--- src/sv/bse_pkg.sv ---
// Package for the Baudot shift encoder: codes, command types and the character table.
package bse_pkg;

  // Five-bit teleprinter control codes
  localparam logic [4:0] CODE_LTRS  = 5'h1F;
  localparam logic [4:0] CODE_FIGS  = 5'h1B;
  localparam logic [4:0] CODE_SPACE = 5'h04;
  localparam logic [4:0] CODE_LF    = 5'h08;
  localparam logic [4:0] CODE_NONE  = 5'h00;

  // Input bytes with a meaning of their own
  localparam logic [7:0] CH_NL    = 8'h0A;
  localparam logic [7:0] CH_SP    = 8'h20;
  localparam logic [7:0] CH_TAB   = 8'h09;
  localparam logic [7:0] CH_CR    = 8'h0D;
  localparam logic [7:0] CH_VT    = 8'h0B;
  localparam logic [7:0] CH_FF    = 8'h0C;
  localparam logic [7:0] CH_LOW_A = 8'h61;
  localparam logic [7:0] CH_LOW_Z = 8'h7A;
  localparam logic [7:0] CASE_OFS = 8'h20;

  // Depth of the command queue between front and back
  localparam int BSE_FIFO_DEPTH = 4;

  typedef enum logic [1:0] {
    CASE_LETTERS = 2'd0,
    CASE_FIGURES = 2'd1,
    CASE_UNKNOWN = 2'd2
  } shift_case_t;

  typedef enum logic [1:0] {
    KIND_NONE   = 2'd0,
    KIND_LETTER = 2'd1,
    KIND_FIGURE = 2'd2
  } char_kind_t;

  typedef struct packed {
    char_kind_t kind;
    logic [4:0] code;
  } lookup_t;

  // One queued command: one or two codes, or an error result
  typedef struct packed {
    logic       two;
    logic       bad;
    logic [4:0] code0;
    logic [4:0] code1;
  } cmd_t;

  // Letters table first, then figures; anything else has no code
  function automatic lookup_t char_lookup(input logic [7:0] ch);
    lookup_t r;
    r.kind = KIND_LETTER;
    r.code = CODE_NONE;
    case (ch)
      "A": r.code = 5'h03;  "B": r.code = 5'h19;  "C": r.code = 5'h0E;
      "D": r.code = 5'h09;  "E": r.code = 5'h01;  "F": r.code = 5'h0D;
      "G": r.code = 5'h1A;  "H": r.code = 5'h14;  "I": r.code = 5'h06;
      "J": r.code = 5'h0B;  "K": r.code = 5'h0F;  "L": r.code = 5'h12;
      "M": r.code = 5'h1C;  "N": r.code = 5'h0C;  "O": r.code = 5'h18;
      "P": r.code = 5'h16;  "Q": r.code = 5'h17;  "R": r.code = 5'h0A;
      "S": r.code = 5'h05;  "T": r.code = 5'h10;  "U": r.code = 5'h07;
      "V": r.code = 5'h1E;  "W": r.code = 5'h13;  "X": r.code = 5'h1D;
      "Y": r.code = 5'h15;  "Z": r.code = 5'h11;
      "-": begin r.kind = KIND_FIGURE; r.code = 5'h03; end
      "?": begin r.kind = KIND_FIGURE; r.code = 5'h19; end
      ":": begin r.kind = KIND_FIGURE; r.code = 5'h0E; end
      "3": begin r.kind = KIND_FIGURE; r.code = 5'h01; end
      "%": begin r.kind = KIND_FIGURE; r.code = 5'h0D; end
      "@": begin r.kind = KIND_FIGURE; r.code = 5'h1A; end
      "8": begin r.kind = KIND_FIGURE; r.code = 5'h06; end
      "(": begin r.kind = KIND_FIGURE; r.code = 5'h0F; end
      ")": begin r.kind = KIND_FIGURE; r.code = 5'h12; end
      ".": begin r.kind = KIND_FIGURE; r.code = 5'h1C; end
      ",": begin r.kind = KIND_FIGURE; r.code = 5'h0C; end
      "9": begin r.kind = KIND_FIGURE; r.code = 5'h18; end
      "0": begin r.kind = KIND_FIGURE; r.code = 5'h16; end
      "1": begin r.kind = KIND_FIGURE; r.code = 5'h17; end
      "4": begin r.kind = KIND_FIGURE; r.code = 5'h0A; end
      "'": begin r.kind = KIND_FIGURE; r.code = 5'h05; end
      "5": begin r.kind = KIND_FIGURE; r.code = 5'h10; end
      "7": begin r.kind = KIND_FIGURE; r.code = 5'h07; end
      "=": begin r.kind = KIND_FIGURE; r.code = 5'h1E; end
      "2": begin r.kind = KIND_FIGURE; r.code = 5'h13; end
      "/": begin r.kind = KIND_FIGURE; r.code = 5'h1D; end
      "6": begin r.kind = KIND_FIGURE; r.code = 5'h15; end
      "+": begin r.kind = KIND_FIGURE; r.code = 5'h11; end
      default: r.kind = KIND_NONE;
    endcase
    return r;
  endfunction

endpackage

--- src/sv/baudot_shift_encoder.sv ---
// Top level of the Baudot shift encoder: front end, command queue and back end.
//
// Input channel: write one text byte on in_text_byte with in_push; the byte
// is taken at a rising edge where in_push is high and in_full is low.
// Result channel: while out_empty is low, out_baudot_code, out_bad_char and
// out_run_end show the oldest result; pulse out_pop to take it.
// Each byte gives zero, one or two results (shift plus character, or space
// plus line feed); out_run_end marks the last result of a byte.
// A taken byte's command is queued, then loaded into the output register.
// Throughput: one result per cycle from the single output register while
// the receiver pops, so a byte with two results holds the back end for both;
// the front end takes a byte every cycle while the command queue has room.
// Reset clears the queue and output register, sets the shift case to
// unknown (the first character forces a shift code) and closes the word.
// When the receiver stalls, the result holds, the command queue fills, and
// in_full rises once it holds FIFO_DEPTH commands.
module baudot_shift_encoder import bse_pkg::*; #(
  parameter int FIFO_DEPTH = BSE_FIFO_DEPTH
) (
  input  logic       clk,
  input  logic       rst_n,
  input  logic       in_push,
  input  logic [7:0] in_text_byte,
  output logic       in_full,
  output logic       out_empty,
  input  logic       out_pop,
  output logic [4:0] out_baudot_code,
  output logic       out_bad_char,
  output logic       out_run_end
);

  cmd_t wr_cmd;
  cmd_t head_cmd;
  logic q_wr;
  logic q_rd;
  logic q_full;
  logic q_empty;

  bse_front u_front (
    .clk          (clk),
    .rst_n        (rst_n),
    .in_push      (in_push),
    .in_text_byte (in_text_byte),
    .in_full      (in_full),
    .q_full       (q_full),
    .q_wr         (q_wr),
    .q_cmd        (wr_cmd)
  );

  bse_cmd_fifo #(
    .DEPTH (FIFO_DEPTH)
  ) u_fifo (
    .clk    (clk),
    .rst_n  (rst_n),
    .wr     (q_wr),
    .wr_cmd (wr_cmd),
    .rd     (q_rd),
    .rd_cmd (head_cmd),
    .full   (q_full),
    .empty  (q_empty)
  );

  bse_back u_back (
    .clk             (clk),
    .rst_n           (rst_n),
    .q_cmd           (head_cmd),
    .q_empty         (q_empty),
    .q_rd            (q_rd),
    .out_empty       (out_empty),
    .out_pop         (out_pop),
    .out_baudot_code (out_baudot_code),
    .out_bad_char    (out_bad_char),
    .out_run_end     (out_run_end)
  );

endmodule

--- src/sv/bse_front.sv ---
// Front end: classifies each text byte, tracks shift case and word state, queues commands.
module bse_front import bse_pkg::*; (
  input  logic       clk,
  input  logic       rst_n,
  input  logic       in_push,
  input  logic [7:0] in_text_byte,
  output logic       in_full,
  input  logic       q_full,
  output logic       q_wr,
  output cmd_t       q_cmd
);

  shift_case_t shift_case_r, shift_case_nxt;
  logic        word_open_r, word_open_nxt;
  logic        accept;
  logic        is_nl;
  logic        is_ws;
  logic [7:0]  folded;
  lookup_t     lk;
  logic        has_result;

  assign in_full = q_full;
  assign accept  = in_push && !q_full;

  // Classify the byte and build the command
  always_comb begin
    is_nl  = (in_text_byte == CH_NL);
    is_ws  = (in_text_byte == CH_SP) || (in_text_byte == CH_TAB) ||
             (in_text_byte == CH_CR) || (in_text_byte == CH_VT) ||
             (in_text_byte == CH_FF);
    folded = ((in_text_byte >= CH_LOW_A) && (in_text_byte <= CH_LOW_Z)) ?
             (in_text_byte - CASE_OFS) : in_text_byte;
    lk     = char_lookup(folded);

    shift_case_nxt = shift_case_r;
    word_open_nxt  = word_open_r;
    has_result     = 1'b1;
    q_cmd.two      = 1'b0;
    q_cmd.bad      = 1'b0;
    q_cmd.code0    = CODE_NONE;
    q_cmd.code1    = CODE_NONE;

    if (is_nl) begin
      q_cmd.two     = word_open_r;
      q_cmd.code0   = word_open_r ? CODE_SPACE : CODE_LF;
      q_cmd.code1   = CODE_LF;
      word_open_nxt = 1'b0;
    end else if (is_ws) begin
      has_result    = word_open_r;
      q_cmd.code0   = CODE_SPACE;
      word_open_nxt = 1'b0;
    end else begin
      case (lk.kind)
        KIND_LETTER: begin
          q_cmd.two      = (shift_case_r != CASE_LETTERS);
          q_cmd.code0    = q_cmd.two ? CODE_LTRS : lk.code;
          q_cmd.code1    = lk.code;
          shift_case_nxt = CASE_LETTERS;
          word_open_nxt  = 1'b1;
        end
        KIND_FIGURE: begin
          q_cmd.two      = (shift_case_r != CASE_FIGURES);
          q_cmd.code0    = q_cmd.two ? CODE_FIGS : lk.code;
          q_cmd.code1    = lk.code;
          shift_case_nxt = CASE_FIGURES;
          word_open_nxt  = 1'b1;
        end
        default: begin
          q_cmd.bad = 1'b1;
        end
      endcase
    end
  end

  assign q_wr = accept && has_result;

  // Advance shift case and word state on each accepted transaction
  always_ff @(posedge clk) begin
    if (!rst_n) begin
      shift_case_r <= CASE_UNKNOWN;
      word_open_r  <= 1'b0;
    end else if (accept) begin
      shift_case_r <= shift_case_nxt;
      word_open_r  <= word_open_nxt;
    end
  end

endmodule

--- src/sv/bse_cmd_fifo.sv ---
// Short command queue between the front and back ends.
module bse_cmd_fifo import bse_pkg::*; #(
  parameter int DEPTH = BSE_FIFO_DEPTH
) (
  input  logic clk,
  input  logic rst_n,
  input  logic wr,
  input  cmd_t wr_cmd,
  input  logic rd,
  output cmd_t rd_cmd,
  output logic full,
  output logic empty
);

  localparam int PTR_W = (DEPTH > 1) ? $clog2(DEPTH) : 1;
  localparam int CNT_W = $clog2(DEPTH + 1);
  localparam logic [PTR_W-1:0] LAST_PTR = PTR_W'(DEPTH - 1);
  localparam logic [CNT_W-1:0] FULL_CNT = CNT_W'(DEPTH);

  cmd_t             mem_r [DEPTH];
  logic [PTR_W-1:0] wr_ptr_r, wr_ptr_nxt;
  logic [PTR_W-1:0] rd_ptr_r, rd_ptr_nxt;
  logic [CNT_W-1:0] count_r, count_nxt;
  logic             do_wr;
  logic             do_rd;

  assign full   = (count_r == FULL_CNT);
  assign empty  = (count_r == '0);
  assign do_wr  = wr && !full;
  assign do_rd  = rd && !empty;
  assign rd_cmd = mem_r[rd_ptr_r];

  // Wrap pointers, track fill level
  always_comb begin
    wr_ptr_nxt = wr_ptr_r;
    rd_ptr_nxt = rd_ptr_r;
    count_nxt  = count_r;
    if (do_wr) wr_ptr_nxt = (wr_ptr_r == LAST_PTR) ? '0 : wr_ptr_r + 1'b1;
    if (do_rd) rd_ptr_nxt = (rd_ptr_r == LAST_PTR) ? '0 : rd_ptr_r + 1'b1;
    if (do_wr && !do_rd) count_nxt = count_r + 1'b1;
    else if (do_rd && !do_wr) count_nxt = count_r - 1'b1;
  end

  always_ff @(posedge clk) begin
    if (!rst_n) begin
      wr_ptr_r <= '0;
      rd_ptr_r <= '0;
      count_r  <= '0;
    end else begin
      wr_ptr_r <= wr_ptr_nxt;
      rd_ptr_r <= rd_ptr_nxt;
      count_r  <= count_nxt;
    end
  end

  // Store entries
  always_ff @(posedge clk) begin
    if (do_wr) mem_r[wr_ptr_r] <= wr_cmd;
  end

  a_count_bound: assert property (@(posedge clk) disable iff (!rst_n)
    count_r <= FULL_CNT)
    else $error("command queue fill level exceeds depth");

  a_write_grows: assert property (@(posedge clk) disable iff (!rst_n)
    (do_wr && !do_rd) |=> (count_r == $past(count_r) + 1'b1))
    else $error("command queue write lost");

  a_read_shrinks: assert property (@(posedge clk) disable iff (!rst_n)
    (do_rd && !do_wr) |=> (count_r == $past(count_r) - 1'b1))
    else $error("command queue read lost");

endmodule

--- src/sv/bse_back.sv ---
// Back end: expands queued commands into one or two results in the output register.
module bse_back import bse_pkg::*; (
  input  logic       clk,
  input  logic       rst_n,
  input  cmd_t       q_cmd,
  input  logic       q_empty,
  output logic       q_rd,
  output logic       out_empty,
  input  logic       out_pop,
  output logic [4:0] out_baudot_code,
  output logic       out_bad_char,
  output logic       out_run_end
);

  logic       out_valid_r;
  logic [4:0] code_r, code_nxt;
  logic       bad_r, bad_nxt;
  logic       end_r, end_nxt;
  logic       sel_r, sel_nxt;
  logic       load;

  assign out_empty       = !out_valid_r;
  assign out_baudot_code = code_r;
  assign out_bad_char    = bad_r;
  assign out_run_end     = end_r;

  // Pick the next result from the head command
  always_comb begin
    load     = !q_empty && (!out_valid_r || out_pop);
    code_nxt = sel_r ? q_cmd.code1 : q_cmd.code0;
    bad_nxt  = q_cmd.bad && !sel_r;
    end_nxt  = sel_r || !q_cmd.two;
    q_rd     = load && end_nxt;
    sel_nxt  = load ? !end_nxt : sel_r;
  end

  always_ff @(posedge clk) begin
    if (!rst_n) begin
      out_valid_r <= 1'b0;
      sel_r       <= 1'b0;
    end else begin
      sel_r <= sel_nxt;
      if (load) out_valid_r <= 1'b1;
      else if (out_pop) out_valid_r <= 1'b0;
    end
  end

  // Hold payload until the result is taken
  always_ff @(posedge clk) begin
    if (load) begin
      code_r <= code_nxt;
      bad_r  <= bad_nxt;
      end_r  <= end_nxt;
    end
  end

  a_second_has_head: assert property (@(posedge clk) disable iff (!rst_n)
    sel_r |-> !q_empty)
    else $error("second result pending with no command at head");

  a_stall_holds: assert property (@(posedge clk) disable iff (!rst_n)
    (out_valid_r && !out_pop) |=> (out_valid_r && $stable(code_r) && $stable(end_r)))
    else $error("waiting result changed under stall");

  a_bad_single: assert property (@(posedge clk) disable iff (!rst_n)
    (out_valid_r && bad_r) |-> (end_r && (code_r == CODE_NONE)))
    else $error("error result is not a single zero-code result");

endmodule

--- config.mk ---
export PLATFORM = sky130hd
export DESIGN_NAME = baudot_shift_encoder
export DESIGN_NICKNAME = d
export VERILOG_FILES = /design/src/sv/bse_pkg.sv /design/src/sv/baudot_shift_encoder.sv /design/src/sv/bse_front.sv /design/src/sv/bse_cmd_fifo.sv /design/src/sv/bse_back.sv
export SDC_FILE = /design/constraint.sdc
export NUM_CORES = 1
export LEC_CHECK = 0
export ABC_AREA = 1
export ABC_CLOCK_PERIOD_IN_PS = 3170
export BUFFER_PORTS_ARGS = -buffer_cell sky130_fd_sc_hd__buf_2
export CELL_PAD_IN_SITES_DETAIL_PLACEMENT = 0
export CELL_PAD_IN_SITES_GLOBAL_PLACEMENT = 1
export CORE_MARGIN = 2
export CORE_UTILIZATION = 46
export DETAILED_ROUTE_END_ITERATION = 16
export HOLD_SLACK_MARGIN = 0.02
export PLACE_DENSITY_LB_ADDON = 0.1
export REMOVE_ABC_BUFFERS = 1
export SLEW_MARGIN = 20
export SYNTH_ARGS = -nofsm -noshare
export SYNTH_HDL_FRONTEND = slang
export SYNTH_SLANG_ARGS = --single-unit
--- constraint.sdc ---
create_clock -name clk -period 3.17 [get_ports clk]
set_input_delay 0.317 -clock clk [delete_from_list [all_inputs] [get_ports clk]]
set_output_delay 0.317 -clock clk [all_outputs]
set_load 0.03 [all_outputs]
=== Word-level counts from Yosys, hierarchy flattened ===
Memory sizes are Yosys's and may differ from the RTL's. A register that Yosys moved wholly into a read port is not among the register bits.
Cells that the tools add are included.
Widths: inputs -> output; s select.

* Bits in registers: 19
* Bits in writable memories: 48
* Bits of input ports: 12
* Logic and storage cells: 171
* Memories: 1

{| class="wikitable"
|+ Memory list
! memory !! words !! bits a word !! read ports !! clocked after memory_dff !! wr ports !! line !! RTL
|-
| u_fifo.mem_r || 4 || 12 || 1 || 1 || 1 || bse_cmd_fifo.sv:20 || <nowiki>cmd_t mem_r [DEPTH];</nowiki>
|}

* $add $sub $neg: 5
* Magnitude comparators: 2
* Equality and inequality tests: 61
* Multiplexer cells: 32
* Bitwise logic cells: 2
* Reduce and logical (&&, ||, !) cells: 58

{| class="wikitable"
|+ Operators with widths
! operator !! count
|-
| $eq 8x7->1 const B || 27
|-
| $eq 8x6->1 const B || 23
|-
| $pmux 5 s26 || 1
|-
| $reduce_or 2->1 || 24
|-
| $eq 8x4->1 const B || 5
|-
| $reduce_or 26->1 || 1
|-
| $mux 5 || 5
|-
| $reduce_or 23->1 || 1
|-
| $pmux 10 s2 || 1
|-
| $mux 1 || 12
|-
| $logic_and 1x1->1 || 10
|-
| $mux 10 || 1
|-
| $mux 2 || 5
|-
| $ge 8x7->1 const B || 1
|-
| $le 8x7->1 const B || 1
|-
| $logic_not 1->1 || 8
|-
| $mux 8 || 1
|-
| $pmux 2 s2 || 2
|-
| $reduce_bool 2->1 || 4
|-
| $sub 8x6->8 const B || 1
|-
| $eq 2x2->1 const B || 3
|-
| $logic_or 1x1->1 || 6
|-
| $mux 3 || 2
|-
| $add 2x1->2 const B || 2
|-
| 12 further kinds || 13
|}

=== Logic depth before layout (Yosys ltp) ===
Gate-level depths: netlist of the first run.

* Word-level depth: 13
* Gate-level depth with buffers: 24

=== Hierarchy ===
A second synthesis of the first run with hierarchy kept.

* Cells, all modules: 535
* Area, all modules: 4261.6 um2

{| class="wikitable"
|+ By module, submodules not included
! module !! instances !! cells an instance !! area an instance (um2) !! sequential area each (um2)
|-
| bse_cmd_fifo || 1 || 188 || 2282.2 || 1621.6
|-
| bse_front || 1 || 306 || 1570.3 || 60.1
|-
| bse_back || 1 || 41 || 409.1 || 250.2
|}

=== Worst setup path before layout of the first run ===
OpenSTA, ideal clock, no wires.

* Kind: in2reg
* Start: input port in_text_byte[1]
* End: memory u_fifo.mem_r[0][2] (netlist bit), data pin
* Library setup time: 0.179 ns
* Arrival: 2.548 ns
* Required time: 2.991 ns
* Path slack: 0.443 ns
* Cell stages on the path: 20
* Path through: buf_4 > inv_2 > nor2_1 > nand2_1 > nand3_2 > nand3_1 > nand2_2 > nor2_4 > nand2_4 > inv_2 > o21ai_0 > nand3_1 > nor4_1 > inv_1 > ha_1 > a21oi_1 > inv_1 > nor2_1 > inv_1 > a21oi_1

{| class="wikitable"
|+ RTL lines
! what !! line !! RTL
|-
| from (decl) || baudot_shift_encoder.sv:23 || <nowiki>input logic [7:0] in_text_byte,</nowiki>
|-
| to (decl) || bse_cmd_fifo.sv:20 ||
|}

==> flow_summary.ini, run 1 <==
[outcome]
outcome = complete, no violations

[clocking]
clk_latency_ns = 0.34
clk_pin_slew_ns = 0.07
cts_inserted_buffers = 9
clk_path_buf_depth = 2
cts_setup_buffers = 0
cts_tree = done
clock-root-buffer = clkbuf_8
cts_htree_levels = 3
cts_sinks = 69

[routing]
drt_first_pass_iters = 5
vias = 3325
drc_errors = 0
vias_per_cell = 5.12
wl_mm = 9.14
ant_nets = 0
wire_per_inst_um = 14.1
drt_iter0_drc = 110

[synth]
synthTopCellsByArea = edfxtp_1, nor2_1, nand2_1
synth_xor_area_frac = 0
synth_most_common_cell = nor2_1
yosysWarnings = 0
yosysUniqueCellTypes = 34
synth-seq-cells = 69
async_flop_share = 0
synth-compound-area-share = 0.115
synthTopCellsByCount = nor2_1, nand2_1, inv_1, edfxtp_1, o21ai_0
seq_area_frac_synth = 0.492
synth_area_sq_um = 3930
synth_top_area_share = 0.421
synthMuxAreaShare = 0
syn_inst = 503
ys.flop_type = edfxtp_1
synth.largest_area_cell = edfxtp_1
synth-edff-count = 55
avgSynthCellArea_sq_um = 7.80
synthAdderAreaFrac = 0.0370
synth_top_family_by_area = simple AND/OR/NAND/NOR gates
synth-simple-area-share = 0.269

[sta]
hold_viol_final = 0
max-slew-margin-rel = 0.523
finalCritPeriodShare = 0.902
skew_ns = 0.00694
min_period_ns = 2.86
finalSetupViolations = 0
tightest_slew_ns = 0.714
slew_viol_final = 0
fmax_ghz = 0.350
rsz0062_at_grt = false

[global_routing]
grt.busiest_layer = met2
grt_first_pass_wirelength_mm = 14.7
use_met1 = 0.249
overflow = 0
grt_pass1_vias = 3129
antenna_found_initial = 0
grt_max_degree = 25
met2_usage = 0.379
grtUsageTotal = 0.212
met3_usage = 0.0427

[floorplan]
initial_core_util = 0.475
die_h_um = 96.4
dieArea_sq_um = 9290
io_pins = 21
die-width_um = 96.4
core_sq_um = 8260
rows = 33

[place]
io_buffer_count = 20
dp_hpwl_mm = 6.80
place.gp.congestion = 0.889
place_area_sq_um = 4220
placedCellCount = 633

[power_and_ir_drop]
p_leak_nw = 2.04
p_int_mw = 1.99
p_clk_frac = 0.264
power_frac_comb = 0.325
p_per_area_nw_per_um2 = 690
sequentialPowerShare = 0.412
peakVddDrop_uv = 303
p_sw_mw = 1.09
switching_share = 0.354

[min_path]
min_path_type = in2reg

[layout]
final_cells = 649
design_area_sq_um = 4460
area_delta_synth_final_pct = 13.7
drive_gt1_frac = 0.140
diodes = 0
final_nets = 562

[worst_setup_path]
worst-path-max-fanout = 8
endpoint_kind = flip-flop
critPathArrivalTime_ns = 2.98
cp_data_required_time_ns = 3.30
worstSetupStartpointType = input pin
path_class = in2reg

[flow_run]
drv_cap = 0
-- stage by stage --
stage                     TNS, ns  utilization  setup slack [ns]  hold WS (ns)  power [mW]
final                           0        0.540             0.312         0.272        3.08
after detailed placement   -0.460        0.512           -0.0623         0.494        2.29
after global placement     -0.475        0.512           -0.0282         0.491        2.28
after floorplan                 0            -             0.424         0.393        1.96
after global routing            0        0.540           0.00421         0.285        3.29
after CTS                       0        0.539             0.277         0.259        3.11
-- metal layers --
metal  up-vias  wire length (um)
li1       1709                 -
met1      1508              3930
met2        94              4660
met3        14               373
met4         0               177
met5         -                 0
-- cells by family (layout without fill, tap and decap cells) --
kind of cell	Yosys count	after routing
AND/OR/NAND/NOR	253	253
buffers and inverters	87	128
flip-flops	69	69
AO/OA/AOI/OAI	83	83
adder cells (fa/ha/maj)	11	11
-- path summary, 6_finish.rpt --
kind	startpoint	to	slack, ns	cells after the start
hold / removal	rst_n	u_front.shift_case_r[1]	0.27	2
hold reg to reg	u_front.shift_case_r[1]	u_front.shift_case_r[1]	0.50	2
setup / recovery	in_text_byte[1]	u_fifo.mem_r[0][2]	0.31	20
setup reg to reg	flip-flop	u_fifo.count_r[2]	0.82	13
-- layout by cell type, fill, tap and decap left out, drive strengths merged --
cell        n
o21bai      1
buf        36
dfxtp      14
ha         10
a211oi      1
bufinv      2
nand3      27
inv        78
a31oi       7
nor3        1
edfxtp     55
nor2      131
nand4       3
fa          1
o211a       1
o22ai       7
clkinvlp    2
nand2      86
o21ai      46
a21oi      18
nor4        1
nor3b       1
o41ai       1
o21a        1
clkbuf     10
nand3b      3
-- state kept, by name, summed over array words and instances, names as in the netlist, named ones only --
signal                  count
u_front.shift_case_r        2
u_back.out_bad_char         1
u_fifo.count_r              3
u_back.out_run_end          1
u_back.out_valid_r          1
u_fifo.wr_ptr_r             2
u_front.word_open_r         1
u_back.sel_r                1
u_fifo.mem_r               48
u_back.out_baudot_code      5
u_fifo.rd_ptr_r             2
-- what timing repair did --
| action | 4_1_cts | 5_1_grt |
|---|---|---|
| endpoints found under the setup margin | 0 | 12 |
| hold buffers | 0 | 0 |
| gates resized for setup | 0 | 1 |
-- layout make-up --
class                      instances  area (sq um)
clock buffer                      10           138
clock inverter                     6          92.6
fill                             800          3790
inverter                          76           285
multi-input combinational        347          1660
sequential                        69          1930
tap                              105           131
timing repair buffer              36           220
-- critical path: stages --
cell,delay [ns]
buf_2,0.16
inv_2,0.05
nor2_1,0.13
nand2_1,0.11
nand3_2,0.11
nand2_2,0.09
a21oi_2,0.34
nand2_4,0.14
inv_2,0.15
nand2_1,0.12
nand2_1,0.10
nor2_1,0.04
nand4_1,0.11
inv_1,0.05
ha_1,0.30
a21oi_1,0.14
inv_1,0.07
nor2_1,0.14
inv_1,0.05
a21oi_1,0.26
-- power groups by stage --
stage / Sequential, mW / Combinational, mW / Clock (mW)
4_1_cts: 1.27 / 1.01 / 0.835
2_1_floorplan: 1.40 / 0.561 / 0
5_1_grt: 1.29 / 1.12 / 0.878
3_5_place_dp: 1.29 / 1.00 / 0
3_3_place_gp: 1.29 / 0.989 / 0
6_report: 1.27 / 1.00 / 0.813
No activity file was read; power rests on OpenSTA's default activity.
==> run 2, diff against run 1 <==
Settings changed: CAP_MARGIN from default to 5, CORE_MARGIN 2 to 1.5.
==> flow_summary.ini, run 2 (same netlist as run 1, synthesis figures left out) <==
[global_routing]
overflow = 0
grt_first_pass_wirelength_mm = 15.2
grt_max_degree = 23
grtUsageTotal = 0.224
grt_pass1_vias = 3190
antenna_found_initial = 0

[floorplan]
rows = 33
io_pins = 21
die-width_um = 95.4
initial_core_util = 0.475
die_h_um = 95.4
core_sq_um = 8260
dieArea_sq_um = 9100

[sta]
fmax_ghz = 0.354
finalCritPeriodShare = 0.891
slew_viol_final = 0
hold_viol_final = 0
skew_ns = 0.0102
finalSetupViolations = 0
tightest_slew_ns = 0.711
min_period_ns = 2.83
setup_slack_ns = 0.344
max-slew-margin-rel = 0.525
rsz0062_at_grt = false

[worst_setup_path]
worstSetupStartpointType = input pin
critPathArrivalTime_ns = 2.96
rrSetupSlack_ns = 0.79
endpoint_kind = flip-flop
path_class = in2reg
cp_data_required_time_ns = 3.31
reg2regPathDepth = 10
worst-path-max-fanout = 10

[layout]
largest-register = u_fifo.mem_r
final_nets = 561
fillerInstances = 800
final_cells = 648
drive_gt1_frac = 0.138
final_cell_mix = nor2_1, nand2_1, inv_1, edfxtp_1, o21ai_0
final_common_cell = nor2_1
diodes = 0
largest_reg_flops = 48
area_delta_synth_final_pct = 12.7

[routing]
drt_first_pass_iters = 5
vias = 3329
wl_mm = 9.33
drc_errors = 0
drt_iter0_drc = 144
vias_per_cell = 5.14
ant_nets = 0
wire_per_inst_um = 14.4

[place]
placedCellCount = 632
place.gp.congestion = 0.902
pre_cts_slack_ns = -0.0719
dp_hpwl_mm = 7.11
io_buffer_count = 20

[clocking]
clk_path_buf_depth = 2
clk_pin_slew_ns = 0.08
cts_tree = done
cts_setup_buffers = 0
clk_latency_ns = 0.34
clock-root-buffer = clkbuf_8
cts_hold_buf = 0
cts_inserted_buffers = 9
cts_htree_levels = 3
cts_sinks = 69

[outcome]
outcome = complete, no violations

[min_path]
min_path_cells = 2
min_path_type = in2reg

[power_and_ir_drop]
finalPower_mw = 2.99
peakVddDrop_uv = 372
p_leak_nw = 2.03
p_per_area_nw_per_um2 = 675

[flow_run]
drv_cap = 0
[run 2: path summary, 6_finish.rpt]
kind,endpoint,from
setup / recovery,u_fifo.mem_r[2][2],in_text_byte[4]
hold / removal,u_front.shift_case_r[1],rst_n
setup reg to reg,u_fifo.count_r[1],flip-flop
hold reg to reg,u_front.word_open_r,u_front.word_open_r
[run 2: final cells by class]
type	instances	area [sq um]	share of cell area
inverter	76	285	0.0645
timing repair buffer	35	213	0.0481
sequential	69	1930	0.437
clock inverter	7	73.8	0.0167
clock buffer	9	124	0.0280
tap	105	131	0.0297
multi-input combinational	347	1660	0.376
[run 2: layer usage]
metal / vias to the layer above / routed length (um) / share of wire / track usage
met5: - / 0 / 0 / 0
met4: 0 / 168 / 0.018 / 0.0882
met3: 14 / 409 / 0.044 / 0.0415
met2: 93 / 4780 / 0.51 / 0.399
met1: 1507 / 3970 / 0.43 / 0.265
li1: 1715 / - / - / -
[run 2: critical path, stage by stage]
cell	delay, ns
buf_2	0.13
nor2_1	0.19
nand3_1	0.09
nand2_1	0.06
inv_1	0.07
nand3_1	0.09
nand2_2	0.08
nor2_4	0.26
nand2_4	0.14
inv_2	0.15
nand2_1	0.13
nand2_1	0.09
nor2_1	0.04
nand4_1	0.13
inv_1	0.06
ha_1	0.30
a21oi_1	0.13
inv_1	0.07
nor2_1	0.14
inv_1	0.05
a21oi_1	0.24
[run 2: stage by stage]
| step | hold WS (ns) | setup TNS (ns) | instance area (sq um) | util |
|---|---|---|---|---|
| 2_1_floorplan | 0.393 | 0 | 3870 | - |
| 3_3_place_gp | 0.488 | -1.35 | 4220 | 0.511 |
| 3_5_place_dp | 0.490 | -1.67 | 4220 | 0.511 |
| 4_1_cts | 0.266 | 0 | 4410 | 0.535 |
| 5_1_grt | 0.273 | 0 | 4420 | 0.536 |
| 6_report | 0.281 | 0 | 4420 | 0.536 |
[run 2: report_power, final]
part	internal (mW)	switching, mW
sequential	1.20	0.0909
clock	0.366	0.342
combinational	0.320	0.669
total	1.88	1.10
[run 2: what timing repair did]
| item | in CTS | in global routing |
|---|---|---|
| gates resized for setup | 0 | 1 |
| hold endpoints to repair | 0 | 0 |
| setup endpoints to repair | 0 | 36 |
